[src/sv/u8v_pkg.sv]
// Shared types, constants and the invisible-character lookup for the UTF-8 flagger.
`default_nettype none

package u8v_pkg;

  localparam int OffsetBits  = 32;
  localparam int OutOffBits  = 32;
  localparam int MaxResults  = 4;
  localparam int CountBits   = 3;
  localparam int CodeBits    = 21;

  localparam logic [CodeBits-1:0] CodeMax       = 21'h10ffff;
  localparam logic [CodeBits-1:0] SurrogateLo   = 21'h00d800;
  localparam logic [CodeBits-1:0] SurrogateHi   = 21'h00dfff;
  localparam logic [CodeBits-1:0] ByteOrderMark = 21'h00feff;
  localparam logic [CodeBits-1:0] Least2        = 21'h000080;
  localparam logic [CodeBits-1:0] Least3        = 21'h000800;
  localparam logic [CodeBits-1:0] Least4        = 21'h010000;

  typedef enum logic [2:0] {
    FindBad       = 3'd0,
    FindSpace     = 3'd1,
    FindHyphen    = 3'd2,
    FindZeroWidth = 3'd3,
    FindDirection = 3'd4,
    FindLineSep   = 3'd5
  } finding_e;

  typedef struct packed {
    logic [OutOffBits-1:0] offset;
    logic [2:0]            span;
    finding_e              finding;
    logic [7:0]            bad;
    logic [CodeBits-1:0]   code;
    logic                  mark;
  } result_t;

  typedef struct packed {
    logic                 load;
    logic [CountBits-1:0] count;
  } load_t;

  function automatic finding_e inv_kind(input logic [CodeBits-1:0] c);
    finding_e k;
    k = FindBad;
    priority if (c == 21'h00a0) k = FindSpace;
    else if (c == 21'h00ad) k = FindHyphen;
    else if (c == 21'h1680) k = FindSpace;
    else if (c >= 21'h2000 && c <= 21'h200a) k = FindSpace;
    else if (c >= 21'h200b && c <= 21'h200d) k = FindZeroWidth;
    else if (c >= 21'h200e && c <= 21'h200f) k = FindDirection;
    else if (c >= 21'h2028 && c <= 21'h2029) k = FindLineSep;
    else if (c >= 21'h202a && c <= 21'h202e) k = FindDirection;
    else if (c == 21'h202f) k = FindSpace;
    else if (c == 21'h205f) k = FindSpace;
    else if (c >= 21'h2060 && c <= 21'h2064) k = FindZeroWidth;
    else if (c >= 21'h2066 && c <= 21'h2069) k = FindDirection;
    else if (c == 21'h3000) k = FindSpace;
    else if (c == ByteOrderMark) k = FindZeroWidth;
    else k = FindBad;
    return k;
  endfunction

endpackage

`default_nettype wire

[src/sv/utf8_validator_invisible_flagger_core.sv]
// Top level of the UTF-8 validator and invisible-character flagger.
`default_nettype none

// Takes one file byte per beat while in_stall_o is low and decodes UTF-8
// on the fly: the byte is checked against the pending sequence state in
// the same cycle it is accepted, and its findings (zero to four) are
// loaded into a four-entry result bank. The bank drains one finding per
// beat while out_stall_i is low; the input stays stalled until the last
// finding of the bank is taken. Each finding reports its offset, span, kind,
// the bad byte or the decoded code point, a byte-order-mark-at-start flag,
// and last_of_run on the final finding of a byte. The byte after the one
// marked end_of_text starts a new file at 0.
module utf8_validator_invisible_flagger_core (
  input  wire logic        clk_i,
  input  wire logic        rst_ni,
  input  wire logic        in_valid_i,
  output logic             in_stall_o,
  input  wire logic [7:0]  byte_in_i,
  input  wire logic        end_of_text_i,
  output logic             out_valid_o,
  input  wire logic        out_stall_i,
  output logic [31:0]      offset_o,
  output logic [2:0]       span_length_o,
  output logic [2:0]       finding_o,
  output logic [7:0]       bad_byte_o,
  output logic [20:0]      code_point_o,
  output logic             mark_at_start_o,
  output logic             last_of_run_o
);

  localparam int OB = u8v_pkg::OffsetBits;
  localparam int CB = u8v_pkg::CodeBits;

  logic [OB-1:0] byte_pos_q, byte_pos_d;
  logic [OB-1:0] lead_pos_q, lead_pos_d;
  logic [7:0]    lead_byte_q, lead_byte_d;
  logic [2:0]    ew_q, ew_d;
  logic [1:0]    cs_q, cs_d;
  logic [CB-1:0] partial_q, partial_d;
  logic [7:0]    held_q [3];

  logic accept, free, pending, is_cont, complete, range_bad, fail;
  logic lead2, lead3, lead4, is_lead, fresh_bad, fresh_start;
  logic fresh_path, emit_fresh, emit_inv;
  logic [1:0]    cs_new, fail_n;
  logic [2:0]    fresh_w, fail_cnt;
  logic [CB-1:0] fresh_v, v_new, least;
  logic [7:0]    held_ext [3];
  u8v_pkg::finding_e kind;
  u8v_pkg::result_t  fail_ent [u8v_pkg::MaxResults];
  u8v_pkg::result_t  slot     [u8v_pkg::MaxResults];
  u8v_pkg::result_t  fresh_ent, inv_ent, out_ent;
  u8v_pkg::load_t    load;

  assign accept  = in_valid_i && free;
  assign pending = (ew_q != 3'd0);
  assign is_cont = (byte_in_i[7:6] == 2'b10);

  assign lead2   = (byte_in_i[7:5] == 3'b110);
  assign lead3   = (byte_in_i[7:4] == 4'b1110);
  assign lead4   = (byte_in_i[7:3] == 5'b11110);
  assign is_lead = lead2 || lead3 || lead4;
  assign fresh_bad   = byte_in_i[7] && (!is_lead || end_of_text_i);
  assign fresh_start = is_lead && !end_of_text_i;

  always_comb begin
    priority if (lead2) begin
      fresh_w = 3'd2;
      fresh_v = CB'(byte_in_i[4:0]);
    end else if (lead3) begin
      fresh_w = 3'd3;
      fresh_v = CB'(byte_in_i[3:0]);
    end else begin
      fresh_w = 3'd4;
      fresh_v = CB'(byte_in_i[2:0]);
    end
  end

  assign cs_new   = cs_q + 2'd1;
  assign complete = ((3'(cs_new) + 3'd1) == ew_q);
  assign v_new    = {partial_q[CB-7:0], byte_in_i[5:0]};

  always_comb begin
    unique case (ew_q)
      3'd2:    least = u8v_pkg::Least2;
      3'd3:    least = u8v_pkg::Least3;
      default: least = u8v_pkg::Least4;
    endcase
  end

  assign range_bad = (v_new < least) || (v_new > u8v_pkg::CodeMax) ||
                     ((v_new >= u8v_pkg::SurrogateLo) && (v_new <= u8v_pkg::SurrogateHi));
  assign kind = u8v_pkg::inv_kind(v_new);

  assign fail = pending && (!is_cont || (complete ? range_bad : end_of_text_i));
  assign fail_n   = is_cont ? cs_new : cs_q;
  assign fail_cnt = fail ? (3'd1 + 3'(fail_n)) : 3'd0;
  assign fresh_path = !pending || !is_cont;
  assign emit_fresh = fresh_path && fresh_bad;
  assign emit_inv   = pending && is_cont && complete && !range_bad &&
                      (kind != u8v_pkg::FindBad);

  always_comb begin
    for (int i = 0; i < 3; i++) begin
      held_ext[i] = (is_cont && (cs_q == 2'(i))) ? byte_in_i : held_q[i];
    end
  end

  always_comb begin
    fresh_ent = '{offset: 32'(byte_pos_q), span: 3'd1, finding: u8v_pkg::FindBad,
                  bad: byte_in_i, code: '0, mark: 1'b0};
    inv_ent   = '{offset: 32'(lead_pos_q), span: ew_q, finding: kind, bad: 8'd0,
                  code: v_new,
                  mark: (v_new == u8v_pkg::ByteOrderMark) && (lead_pos_q == '0)};
    fail_ent[0] = '{offset: 32'(lead_pos_q), span: 3'd1, finding: u8v_pkg::FindBad,
                    bad: lead_byte_q, code: '0, mark: 1'b0};
    for (int j = 1; j < u8v_pkg::MaxResults; j++) begin
      fail_ent[j] = '{offset: 32'(lead_pos_q + OB'(j)), span: 3'd1,
                      finding: u8v_pkg::FindBad, bad: held_ext[j-1], code: '0,
                      mark: 1'b0};
    end
    for (int j = 0; j < u8v_pkg::MaxResults; j++) begin
      if (3'(j) < fail_cnt) begin
        slot[j] = fail_ent[j];
      end else if (emit_inv) begin
        slot[j] = inv_ent;
      end else begin
        slot[j] = fresh_ent;
      end
    end
  end

  assign load.load  = accept;
  assign load.count = fail_cnt + 3'(emit_fresh) + 3'(emit_inv);

  always_comb begin
    byte_pos_d  = byte_pos_q;
    lead_pos_d  = lead_pos_q;
    lead_byte_d = lead_byte_q;
    ew_d        = ew_q;
    cs_d        = cs_q;
    partial_d   = partial_q;
    if (accept) begin
      byte_pos_d = end_of_text_i ? '0 : byte_pos_q + OB'(1);
      if (pending && is_cont) begin
        cs_d      = cs_new;
        partial_d = v_new;
        if (complete) begin
          ew_d      = 3'd0;
          cs_d      = 2'd0;
          partial_d = '0;
        end
      end else begin
        ew_d      = 3'd0;
        cs_d      = 2'd0;
        partial_d = '0;
        if (fresh_start) begin
          lead_byte_d = byte_in_i;
          lead_pos_d  = byte_pos_q;
          ew_d        = fresh_w;
          partial_d   = fresh_v;
        end
      end
      if (end_of_text_i) begin
        ew_d      = 3'd0;
        cs_d      = 2'd0;
        partial_d = '0;
      end
    end
  end

  always_ff @(posedge clk_i or negedge rst_ni) begin
    if (!rst_ni) begin
      byte_pos_q  <= '0;
      lead_pos_q  <= '0;
      lead_byte_q <= '0;
      ew_q        <= '0;
      cs_q        <= '0;
      partial_q   <= '0;
    end else begin
      byte_pos_q  <= byte_pos_d;
      lead_pos_q  <= lead_pos_d;
      lead_byte_q <= lead_byte_d;
      ew_q        <= ew_d;
      cs_q        <= cs_d;
      partial_q   <= partial_d;
    end
  end

  always_ff @(posedge clk_i) begin
    if (accept && pending && is_cont) begin
      held_q[cs_q] <= byte_in_i;
    end
  end

  u8v_outq u_outq (
    .clk_i       (clk_i),
    .rst_ni      (rst_ni),
    .load_i      (load),
    .entries_i   (slot),
    .out_stall_i (out_stall_i),
    .free_o      (free),
    .out_valid_o (out_valid_o),
    .out_o       (out_ent),
    .last_o      (last_of_run_o)
  );

  assign in_stall_o      = !free;
  assign offset_o        = out_ent.offset;
  assign span_length_o   = out_ent.span;
  assign finding_o       = out_ent.finding;
  assign bad_byte_o      = out_ent.bad;
  assign code_point_o    = out_ent.code;
  assign mark_at_start_o = out_ent.mark;

endmodule

`default_nettype wire

[src/sv/u8v_outq.sv]
// Result bank: holds a byte's findings, drains one beat per cycle unless stalled.
`default_nettype none

module u8v_outq (
  input  wire logic             clk_i,
  input  wire logic             rst_ni,
  input  wire u8v_pkg::load_t   load_i,
  input  wire u8v_pkg::result_t entries_i [u8v_pkg::MaxResults],
  input  wire logic             out_stall_i,
  output logic                  free_o,
  output logic                  out_valid_o,
  output u8v_pkg::result_t      out_o,
  output logic                  last_o
);

  u8v_pkg::result_t bank_q [u8v_pkg::MaxResults];
  logic [u8v_pkg::CountBits-1:0] rem_q, rem_d;
  logic [$clog2(u8v_pkg::MaxResults)-1:0] rd_q, rd_d;
  logic pop;
  logic do_load;

  assign out_valid_o = (rem_q != '0);
  assign pop         = out_valid_o && !out_stall_i;
  assign free_o      = (rem_q == '0) || ((rem_q == u8v_pkg::CountBits'(1)) && pop);
  assign do_load     = load_i.load && free_o;
  assign out_o       = bank_q[rd_q];
  assign last_o      = (rem_q == u8v_pkg::CountBits'(1));

  always_comb begin
    rem_d = rem_q;
    rd_d  = rd_q;
    if (do_load) begin
      rem_d = load_i.count;
      rd_d  = '0;
    end else if (pop) begin
      rem_d = rem_q - u8v_pkg::CountBits'(1);
      rd_d  = rd_q + 1'b1;
    end
  end

  always_ff @(posedge clk_i or negedge rst_ni) begin
    if (!rst_ni) begin
      rem_q <= '0;
      rd_q  <= '0;
    end else begin
      rem_q <= rem_d;
      rd_q  <= rd_d;
    end
  end

  always_ff @(posedge clk_i) begin
    if (do_load) begin
      bank_q <= entries_i;
    end
  end

endmodule

`default_nettype wire

[config.mk]
export PLATFORM = sky130hd
export DESIGN_NAME = utf8_validator_invisible_flagger_core
export DESIGN_NICKNAME = d
export VERILOG_FILES = /design/src/sv/u8v_pkg.sv /design/src/sv/utf8_validator_invisible_flagger_core.sv /design/src/sv/u8v_outq.sv
export SDC_FILE = /design/constraint.sdc
export NUM_CORES = 1
export LEC_CHECK = 0
export BUFFER_PORTS_ARGS = -buffer_cell sky130_fd_sc_hd__buf_2
export CAP_MARGIN = 25
export CORE_MARGIN = 2
export CORE_UTILIZATION = 56
export DETAILED_ROUTE_END_ITERATION = 7
export GPL_TIMING_DRIVEN = 0
export PLACE_DENSITY_LB_ADDON = 0.05
export SLEW_MARGIN = 20
export SYNTH_ARGS = -nofsm -noshare
export SYNTH_HDL_FRONTEND = slang
export SYNTH_SLANG_ARGS = --single-unit
[constraint.sdc]
create_clock -name clk_i -period 9.1 [get_ports clk_i]
set_input_delay 0.455 -clock clk_i [delete_from_list [all_inputs] [get_ports clk_i]]
set_output_delay 0.455 -clock clk_i [all_outputs]
set_load 0.02 [all_outputs]
==> Implementation_results.wiki, run 1 <==
{| class="wikitable"
! Metric !! Value
|-
| Cell chain of the critical path || nor2b_1, nand2_1, ha_1, a2111oi_4, nor4_2, nor2_1, clkbuf_1, o21ai_0, a21oi_1, a311oi_1
|-
| Worst Hold Launch || byte_in_i[0]
|-
| Area after detailed placement || 22200 um^2
|-
| Post-CTS Hold Fix Bufs || 1
|-
| Worst hold path class || input pin to flop
|-
| Horizontal extent of the die || 197 um
|-
| Die Y || 197 um
|-
| Worst clock skew || 0.0257 ns
|-
| Post-place setup slack || 4.81 ns
|-
| Count of endpoints failing setup in the final report || 0
|-
| Ys flop type || sky130_fd_sc_hd__edfxtp_1
|-
| Dominant combinational cell family by area after synthesis || simple AND/OR/NAND/NOR gates
|-
| Total half-perimeter wirelength after legalization and detailed placement || 51900 um
|-
| VDD IR-drop max || 0.234 mV
|-
| Endpoint class of the critical path || flop
|-
| Average wire per cell in the routed design || 29.9 um
|-
| Leading cell type in the layout, fill and taps excluded || sky130_fd_sc_hd__edfxtp_1
|-
| Initial antenna violation count || 2
|-
| Total power draw || 6.57 mW
|-
| Worst slack on hold paths || 0.0971 ns
|-
| Highest Clock Rate || 232 MHz
|-
| Drt pass-1 iters || 6
|-
| Kind of critical path || flop to flop
|-
| Mean post-synth cell area || 11.5 um^2
|-
| Number of global-route vias before repair || 16000
|-
| Number of nets with antenna violations after routing || 0
|-
| CP startpoint || ew_q[1]$_DFFE_PN0P_
|-
| Worst slew margin relative to its limit || 0.207
|-
| Count of buffer and inverter cells on the critical path || 1
|-
| Global-route wire length before repair || 107000 um
|-
| Total GRT Usage || 0.384
|-
| Detailed-route via count || 17000
|-
| Yosys warnings || 0
|-
| Slew @ Worst Pin || 1.19 ns
|-
| Area of the mapped netlist || 20900 um^2
|-
| Die Outline Area || 39000 um^2
|-
| IO Pins || 84
|-
| Final WL || 74100 um
|-
| Highest-count cells in the layout ignoring fill and taps || sky130_fd_sc_hd__edfxtp_1, sky130_fd_sc_hd__nand2_1, sky130_fd_sc_hd__nor2_1, sky130_fd_sc_hd__buf_2, sky130_fd_sc_hd__o21ai_0
|-
| CP startpoint kind || flop
|-
| H-Tree Depth || 2
|-
| Synth Instances || 1817
|-
| Pin count of the biggest net entering global routing || 102
|-
| Area growth, synth to finish || 13.4%
|-
| Arrival time of the worst setup path || 4.62 ns
|-
| Port Buffer Count || 83
|-
| TritonCTS sink count || 393
|-
| Setup repair after global routing missed its margin || no
|-
| Global routing met1 resource utilization || 0.560
|-
| Fraction of the cycle the final worst path needs || 0.475
|-
| Count of cell types in the netlist || 91
|-
| CTS tree || done
|-
| Drt drc || 0
|-
| Met3 track demand over resource || 0.116
|-
| Worst reg2reg startpoint || ew_q[1]$_DFFE_PN0P_
|-
| Leakage || 8.96 nW
|-
| Count of buffers added by post-CTS timing repair for setup || 0
|-
| Max-slew violation total from the final report || 0
|-
| Multi-input combinational cell area || 8800 um^2
|-
| Deepest clock path buffer count || 3
|-
| Top Family by Delay on Critical Path || simple AND/OR/NAND/NOR gates
|-
| Run status || complete, no violations
|-
| Routability-driven placement congestion ratio || 1.05
|-
| Remaining global-route overflow || 0
|-
| Initial core utilization || 0.571
|-
| Critical path's slowest cell || sky130_fd_sc_hd__clkbuf_1
|-
| Proportion of synthesized area in mux cells || 0.115
|-
| Fraction of final layout cells with drive strength greater than 1 || 0.199
|-
| Number of design-rule violations left by the first detailed-router iteration || 2830
|-
| Library cell used as clock root buffer || sky130_fd_sc_hd__clkbuf_16
|-
| M2 GR Usage || 0.542
|-
| Via density || 6.86
|-
| Clock period minus final worst setup slack || 4.32 ns
|-
| Clock transition at the registers of the reported paths || 0.07 ns
|-
| CORE AREA || 36700 um^2
|-
| Std-Cell Rows || 70
|-
| Portion of the post-synthesis area used by sequential elements || 0.540
|-
| Simple logic cell fraction of the synthesized area || 0.163
|-
| Worst setup margin || 4.78 ns
|-
| Skew-Pair Late Insertion Delay || 0.60 ns
|-
| Nets || 2006
|-
| Total non-filler cell area in the finished layout || 23800 um^2
|-
| Fraction of synthesized cell area in xor and xnor cells || 0.0159
|-
| Peak-usage layer in the global routing report || met1
|-
| Filler cell count in the final layout || 2781
|-
| Biggest cell delay along the critical path || 0.79 ns
|-
| Reported max-cap violation count || 0
|-
| Fraction of the mapped netlist area in adder cells || 0.0105
|-
| Worst-path fanout max || 10
|-
| Count of flip-flops with a built-in enable after synthesis || 296
|-
| Fraction of the mapped netlist area in compound gates || 0.111
|-
| Number of flip-flops and latches in the synthesized netlist || 393
|-
| Post-CTS Resized || 0
|-
| Number of endpoints with negative hold slack in the final report || 0
|-
| Storage cell area || 11300 um^2
|-
| Number of buffers created by CTS || 43
|-
| Setup TNS || 0 ns
|-
| Power per cell area || 276 nW/um^2
|-
| Required time of the critical path || 9.40 ns
|-
| Share of synthesized flip-flops with an asynchronous set or reset || 0.247
|}
==> cells in the mapped netlist (36+ instances only) <==
cell type                  count  area share
sky130_fd_sc_hd__mux4_2       68       0.073
sky130_fd_sc_hd__inv_1        37      0.0066
sky130_fd_sc_hd__and3_1       78       0.023
sky130_fd_sc_hd__mux2_2       36       0.019
sky130_fd_sc_hd__nand3_1      48       0.011
sky130_fd_sc_hd__a21oi_1     103       0.025
sky130_fd_sc_hd__buf_2        41      0.0098
sky130_fd_sc_hd__nor3_1       90       0.022
sky130_fd_sc_hd__dfrtp_1      97        0.12
sky130_fd_sc_hd__clkbuf_1    101       0.018
sky130_fd_sc_hd__o21ai_0     112       0.027
sky130_fd_sc_hd__edfxtp_1    296        0.42
sky130_fd_sc_hd__nand2_1     152       0.027
sky130_fd_sc_hd__nor2_1      128       0.023
==> metal layers <==
metal | up-vias | part of all wire
met3 | 211 | 0.13
li1 | 7167 | -
met1 | 8443 | 0.41
met5 | - | 0
met4 | 0 | 0.040
met2 | 1180 | 0.42
==> area by class of cell <==
type / count / area share
Antenna cell: 1 / 0.000105
Buffer: 172 / 0.0334
Clock buffer: 57 / 0.0505
Clock inverter: 23 / 0.0148
Inverter: 39 / 0.00621
Multi-Input combinational cell: 1236 / 0.370
Sequential cell: 393 / 0.476
Tap cell: 468 / 0.0246
Timing Repair Buffer: 91 / 0.0237
==> power by group <==
part	switching [mW]	internal, mW	leakage [nW]
logic	1.38	0.773	4.08
registers	0.120	2.38	4.12
clock network	0.774	1.14	0.751
total	2.27	4.30	8.96
==> state kept, by name, indices dropped and copies added, names as in the netlist <==
signal / flops
u_outq.bank_q: 272
byte_pos_q: 32
lead_pos_q: 32
held_q: 24
partial_q: 15
lead_byte_q: 8
ew_q: 3
u_outq.rem_q: 3
cs_q: 2
u_outq.rd_q: 2
==> logic make-up (layout without fill, tap and decap cells) <==
logic type | count (synthesis) | count (layout)
compound gates | 353 | 353
xor+xnor | 38 | 38
fa+ha+maj | 17 | 17
buf+inv | 211 | 382
flops | 393 | 393
mux | 138 | 138
other cells | 1 | 25
simple gates | 666 | 666
==> worst register-to-register path, delay by kind of cell (launching register included) <==
kind | cells | cell delay [ns]
fa+ha+maj | 1 | 0.34
simple gates | 4 | 1.26
flops | 1 | 0.58
compound gates | 4 | 1.03
buf+inv | 1 | 0.79
==> per-stage QoR <==
stage	utilization	std cells
finish	0.647	2480
detailed placement	0.605	2397
global placement	0.600	2391
CTS	0.647	2478
floorplan	-	1840
global route	0.647	2479
==> final timing paths <==
path / slack, ns / end / cells past startpoint
min: 0.1 / held_q[0][0]$_DFFE_PP_ / 1
min in group asynchronous: 0.33 / byte_pos_q[9]$_DFFE_PN0P_ / 2
max in group asynchronous: 8.08 / lead_byte_q[5]$_DFFE_PN0P_ / 3
max reg2reg: 4.78 / u_outq.bank_q[202]$_DFFE_PP_ / 10
min reg2reg: 0.47 / lead_byte_q[7]$_DFFE_PN0P_ / 1
max: 4.78 / u_outq.bank_q[202]$_DFFE_PP_ / 10
Note: power is estimated with default switching activity, not from simulation.
==> inputs of run 2 (changes only) <==
ABC_AREA = 1   (was not set)
CORE_UTILIZATION = 63   (was 56)
clock period = 4.09 ns   (was 9.1 ns; I/O delays follow)
==> run 2 against run 1 <==
Die area shrank 8.7%. Non-clock buffer count down 21. Critical endpoint is now u_outq.bank_q[64]$_DFFE_PP_. Setup slack got worse by 4.6 ns.
==> Implementation_results.wiki, run 2 <==
{| class="wikitable"
! Metric !! Value
|-
| Die Y || 189 um (-4.5%)
|-
| Worst slew margin relative to its limit || 0.279 (+0.0726)
|-
| CTS tree || done
|-
| Highest-count cells in the layout ignoring fill and taps || sky130_fd_sc_hd__nand2_1, sky130_fd_sc_hd__edfxtp_1, sky130_fd_sc_hd__nor2_1, sky130_fd_sc_hd__o21ai_0, sky130_fd_sc_hd__nand3_1
|-
| Total non-filler cell area in the finished layout || 24000 um^2 (+1.2%)
|-
| Yosys warnings || 0 (unchanged)
|-
| Horizontal extent of the die || 189 um (-4.5%)
|-
| Arrival time of the worst setup path || 4.28 ns (-0.34 ns)
|-
| Total GRT Usage || 0.401 (+0.0168)
|-
| Die Outline Area || 35600 um^2 (-8.7%)
|-
| Storage cell area || 11300 um^2 (unchanged)
|-
| IO Pins || 84 (unchanged)
|-
| Leading cell type in the layout, fill and taps excluded || sky130_fd_sc_hd__nand2_1
|-
| Multi-input combinational cell area || 8890 um^2 (+1.0%)
|-
| Worst reg2reg startpoint || lead_pos_q[0]$_DFFE_PN0P_
|-
| Port Buffer Count || 83 (unchanged)
|-
| Worst R2R Setup Slack || 0.14 ns (-4.64 ns)
|-
| Worst-path fanout max || 11 (+1)
|-
| Skew-Pair Late Insertion Delay || 0.59 ns (about the same)
|-
| Number of endpoints with negative hold slack in the final report || 0 (unchanged)
|-
| Pin count of the biggest net entering global routing || 162 (+59%)
|-
| Routability-driven placement congestion ratio || 1.01 (-3.6%)
|-
| Post-CTS Resized || 0 (unchanged)
|-
| Count of flip-flops with a built-in enable after synthesis || 296 (unchanged)
|-
| Worst setup margin || 0.141 ns (-4.64 ns)
|-
| Std-Cell Rows || 67 (-4.3%)
|-
| Most common library cells after synthesis || sky130_fd_sc_hd__nand2_1, sky130_fd_sc_hd__edfxtp_1, sky130_fd_sc_hd__nor2_1, sky130_fd_sc_hd__o21ai_0, sky130_fd_sc_hd__nand3_1
|-
| Number of design-rule violations left by the first detailed-router iteration || 2926 (+3.4%)
|-
| Area after detailed placement || 22600 um^2 (+2.1%)
|-
| Power per cell area || 691 nW/um^2 (+150%)
|-
| Max-slew violation total from the final report || 0 (unchanged)
|-
| Drt pass-1 iters || 6 (unchanged)
|-
| Via density || 6.32 (-7.8%)
|-
| Clock period minus final worst setup slack || 3.95 ns (-0.369 ns)
|-
| Cell with the most instances after synthesis || sky130_fd_sc_hd__nand2_1
|-
| Number of buffers created by CTS || 40 (-7.0%)
|-
| Required time of the critical path || 4.42 ns (-4.98 ns)
|-
| Slew @ Worst Pin || 1.08 ns (-0.109 ns)
|-
| Share of total power in the clock network || 0.226 (-0.066)
|-
| Library cell used as clock root buffer || sky130_fd_sc_hd__clkbuf_16
|-
| Area of the mapped netlist || 21500 um^2 (+2.5%)
|-
| Drt drc || 0 (unchanged)
|-
| Detailed-route via count || 19500 (+15%)
|-
| Final WL || 71300 um (-3.7%)
|-
| CP startpoint kind || flop
|-
| Fraction of power consumed by sequential logic || 0.355 (-0.026)
|-
| Worst clock skew || 0.0258 ns (+0.000131 ns)
|-
| TritonCTS sink count || 393 (unchanged)
|-
| Mean post-synth cell area || 8.76 um^2 (-24%)
|-
| Number of global-route vias before repair || 18200 (+13%)
|-
| Ys flop type || sky130_fd_sc_hd__edfxtp_1
|-
| Average wire per cell in the routed design || 23.1 um (-23%)
|-
| Share of Yosys cell area claimed by the top area cell type || 0.414 (-0.0103)
|-
| Highest Clock Rate || 253 MHz (+9.3%)
|-
| Filler cell count in the final layout || 2610 (-6.1%)
|-
| Nets || 2638 (+32%)
|-
| Switching power summed over all nets || 7.19 mW (+220%)
|-
| Reg2reg end || u_outq.bank_q[64]$_DFFE_PP_
|-
| Initial core utilization || 0.640 (+0.0695)
|-
| Reg2reg path depth || 12 (+2)
|-
| Number of flip-flops under the largest register name || 272 (unchanged)
|-
| H-Tree Depth || 2 (unchanged)
|-
| Portion of the post-synthesis area used by sequential elements || 0.527 (-0.0132)
|-
| Post-place setup slack || 0.225 ns (-4.58 ns)
|-
| Number of cells on the worst hold path || 1 (unchanged)
|-
| Fraction of final layout cells with drive strength greater than 1 || 0.0940 (-0.105)
|-
| Total power draw || 16.6 mW (+150%)
|-
| Switching share of power || 0.432 (+0.0863)
|-
| Reported max-cap violation count || 0 (unchanged)
|-
| Count of buffers added by post-CTS timing repair for setup || 0 (unchanged)
|-
| CORE AREA || 33500 um^2 (-8.6%)
|-
| Clock transition at the registers of the reported paths || 0.07 ns (about the same)
|-
| Internal Dissipation || 9.43 mW (+120%)
|-
| Initial antenna violation count || 0 (-2)
|-
| Most flops, register || u_outq.bank_q
|-
| Cell accounting for the most synthesized area || sky130_fd_sc_hd__edfxtp_1
|-
| VDD IR-drop max || 0.617 mV (+160%)
|-
| Count of cell types in the netlist || 53 (-42%)
|-
| Remaining global-route overflow || 0 (unchanged)
|-
| Leakage || 9.65 nW (+7.7%)
|-
| Synth Instances || 2450 (+35%)
|-
| Setup repair after global routing missed its margin || no
|-
| Part of the power in combinational logic || 0.419 (+0.091)
|-
| Area growth, synth to finish || 12.0%
|-
| Cell Count Post-Placement || 3007 (+25%)
|-
| Number of flip-flops and latches in the synthesized netlist || 393 (unchanged)
|-
| Count of endpoints failing setup in the final report || 0 (unchanged)
|-
| Destination of the worst hold path || held_q[1][0]$_DFFE_PP_
|-
| Non-Filler Instances || 3086 (+24%)
|-
| Total half-perimeter wirelength after legalization and detailed placement || 51600 um (-0.48%)
|-
| Worst Hold Launch || byte_in_i[0]
|-
| Antenna diode instance count || 0 (-1)
|-
| Deepest clock path buffer count || 3 (unchanged)
|-
| Fraction of the cycle the final worst path needs || 0.966 (+0.491)
|-
| Number of nets with antenna violations after routing || 0 (unchanged)
|-
| Share of synthesized flip-flops with an asynchronous set or reset || 0.247 (unchanged)
|-
| Global-route wire length before repair || 106000 um (-0.52%)
|-
| Registers with the most flip-flops || u_outq.bank_q: 272 flops, byte_pos_q: 32 flops, lead_pos_q: 32 flops
|-
| Kind of critical path || flop to flop
|-
| Worst hold path class || input pin to flop
|-
| Run status || complete, no violations
|-
| Dominant cells by area after synthesis || sky130_fd_sc_hd__edfxtp_1, sky130_fd_sc_hd__dfrtp_1, sky130_fd_sc_hd__nand2_1
|-
| Endpoint class of the critical path || flop
|}
run 2: cell families (layout without fill, tap and decap cells):
group	after synthesis	count (layout)	synth area share
and+or+nand+nor	1226	1226	0.260
AOI/OAI and AO/OA	412	412	0.107
DFF	393	393	0.527
buffers and inverters	322	487	0.0628
xor gates and xnor gates	79	79	0.0322
adders and majority gates	17	17	0.0103
other	1	24	0.000175
run 2: power by group through the flow:
stage          combinational (mW)  clock, mW  sequential [mW]
2_1_floorplan                4.28          0             5.87
3_3_place_gp                 6.52          0             6.00
3_5_place_dp                 6.72          0             5.95
4_1_cts                      6.77       3.74             5.88
5_1_grt                      7.38       3.89             5.98
6_report                     6.97       3.75             5.91
run 2: worst max-delay path, stage by stage, from the launching register on:
cell and delay [ns]:
sky130_fd_sc_hd__dfrtp_1 0.35, sky130_fd_sc_hd__clkbuf_1 0.43, sky130_fd_sc_hd__inv_1 0.39, sky130_fd_sc_hd__clkbuf_1 0.47, sky130_fd_sc_hd__ha_1 0.43, sky130_fd_sc_hd__nor2_1 0.36
sky130_fd_sc_hd__nand4_1 0.31, sky130_fd_sc_hd__nor2_1 0.40, sky130_fd_sc_hd__nand2_1 0.18, sky130_fd_sc_hd__nor2_1 0.15, sky130_fd_sc_hd__xor2_1 0.08, sky130_fd_sc_hd__nand2_1 0.08
sky130_fd_sc_hd__nand2_1 0.06
run 2: per-layer routing:
| metal | part of all wire | vias to the layer above | global-route usage |
|---|---|---|---|
| li1 | - | 8724 | - |
| met1 | 0.39 | 9207 | 0.570 |
| met2 | 0.43 | 1397 | 0.598 |
| met3 | 0.14 | 169 | 0.0982 |
| met4 | 0.038 | 0 | 0.156 |
| met5 | 0 | - | 0 |
run 2: what timing repair did:
| action | 4_1_cts | 5_1_grt |
|---|---|---|
| hold endpoints to repair | 119 | 0 |
| hold buffers | 8 | 0 |
| setup endpoints to repair | 0 | 2 |
run 2: worst max-delay path by stage:
stage | start | to | slack [ns] | depth (start not counted)
after floorplan | u_outq.rem_q[1]$_DFFE_PN0P_ | u_outq.bank_q[0]$_SDFFCE_PP0P_ | 0.29 | 9
after global placement | u_outq.rem_q[1]$_DFFE_PN0P_ | u_outq.bank_q[198]$_DFFE_PP_ | -0.19 | 9
after detailed placement | partial_q[1]$_DFFE_PN0P_ | u_outq.rem_q[2]$_DFFE_PN0P_ | 0.22 | 15
after CTS | partial_q[1]$_DFFE_PN0P_ | u_outq.rem_q[2]$_DFFE_PN0P_ | 0.20 | 15
after global routing | partial_q[2]$_DFFE_PN0P_ | u_outq.rem_q[2]$_DFFE_PN0P_ | 0.02 | 17
final | lead_pos_q[0]$_DFFE_PN0P_ | u_outq.bank_q[64]$_DFFE_PP_ | 0.14 | 12
run 2: metrics by stage:
stage / util / hold slack, ns / TNS (ns)
final: 0.717 / 0.0210 / 0
after global routing: 0.717 / 0.0168 / 0
after CTS: 0.717 / 0.0000662 / 0
after detailed placement: 0.675 / 0.0627 / 0
after global placement: 0.672 / 0.438 / -45.33
after floorplan: - / -0.0911 / 0
run 2: final cells by class:
type,instances,area share
Sequential cell,393,0.471
Multi-Input combinational cell,1758,0.370
Clock buffer,54,0.0459
Buffer,148,0.0297
Inverter,173,0.0271
Timing Repair Buffer,94,0.0243
Tap cell,448,0.0233
Clock inverter,18,0.00952
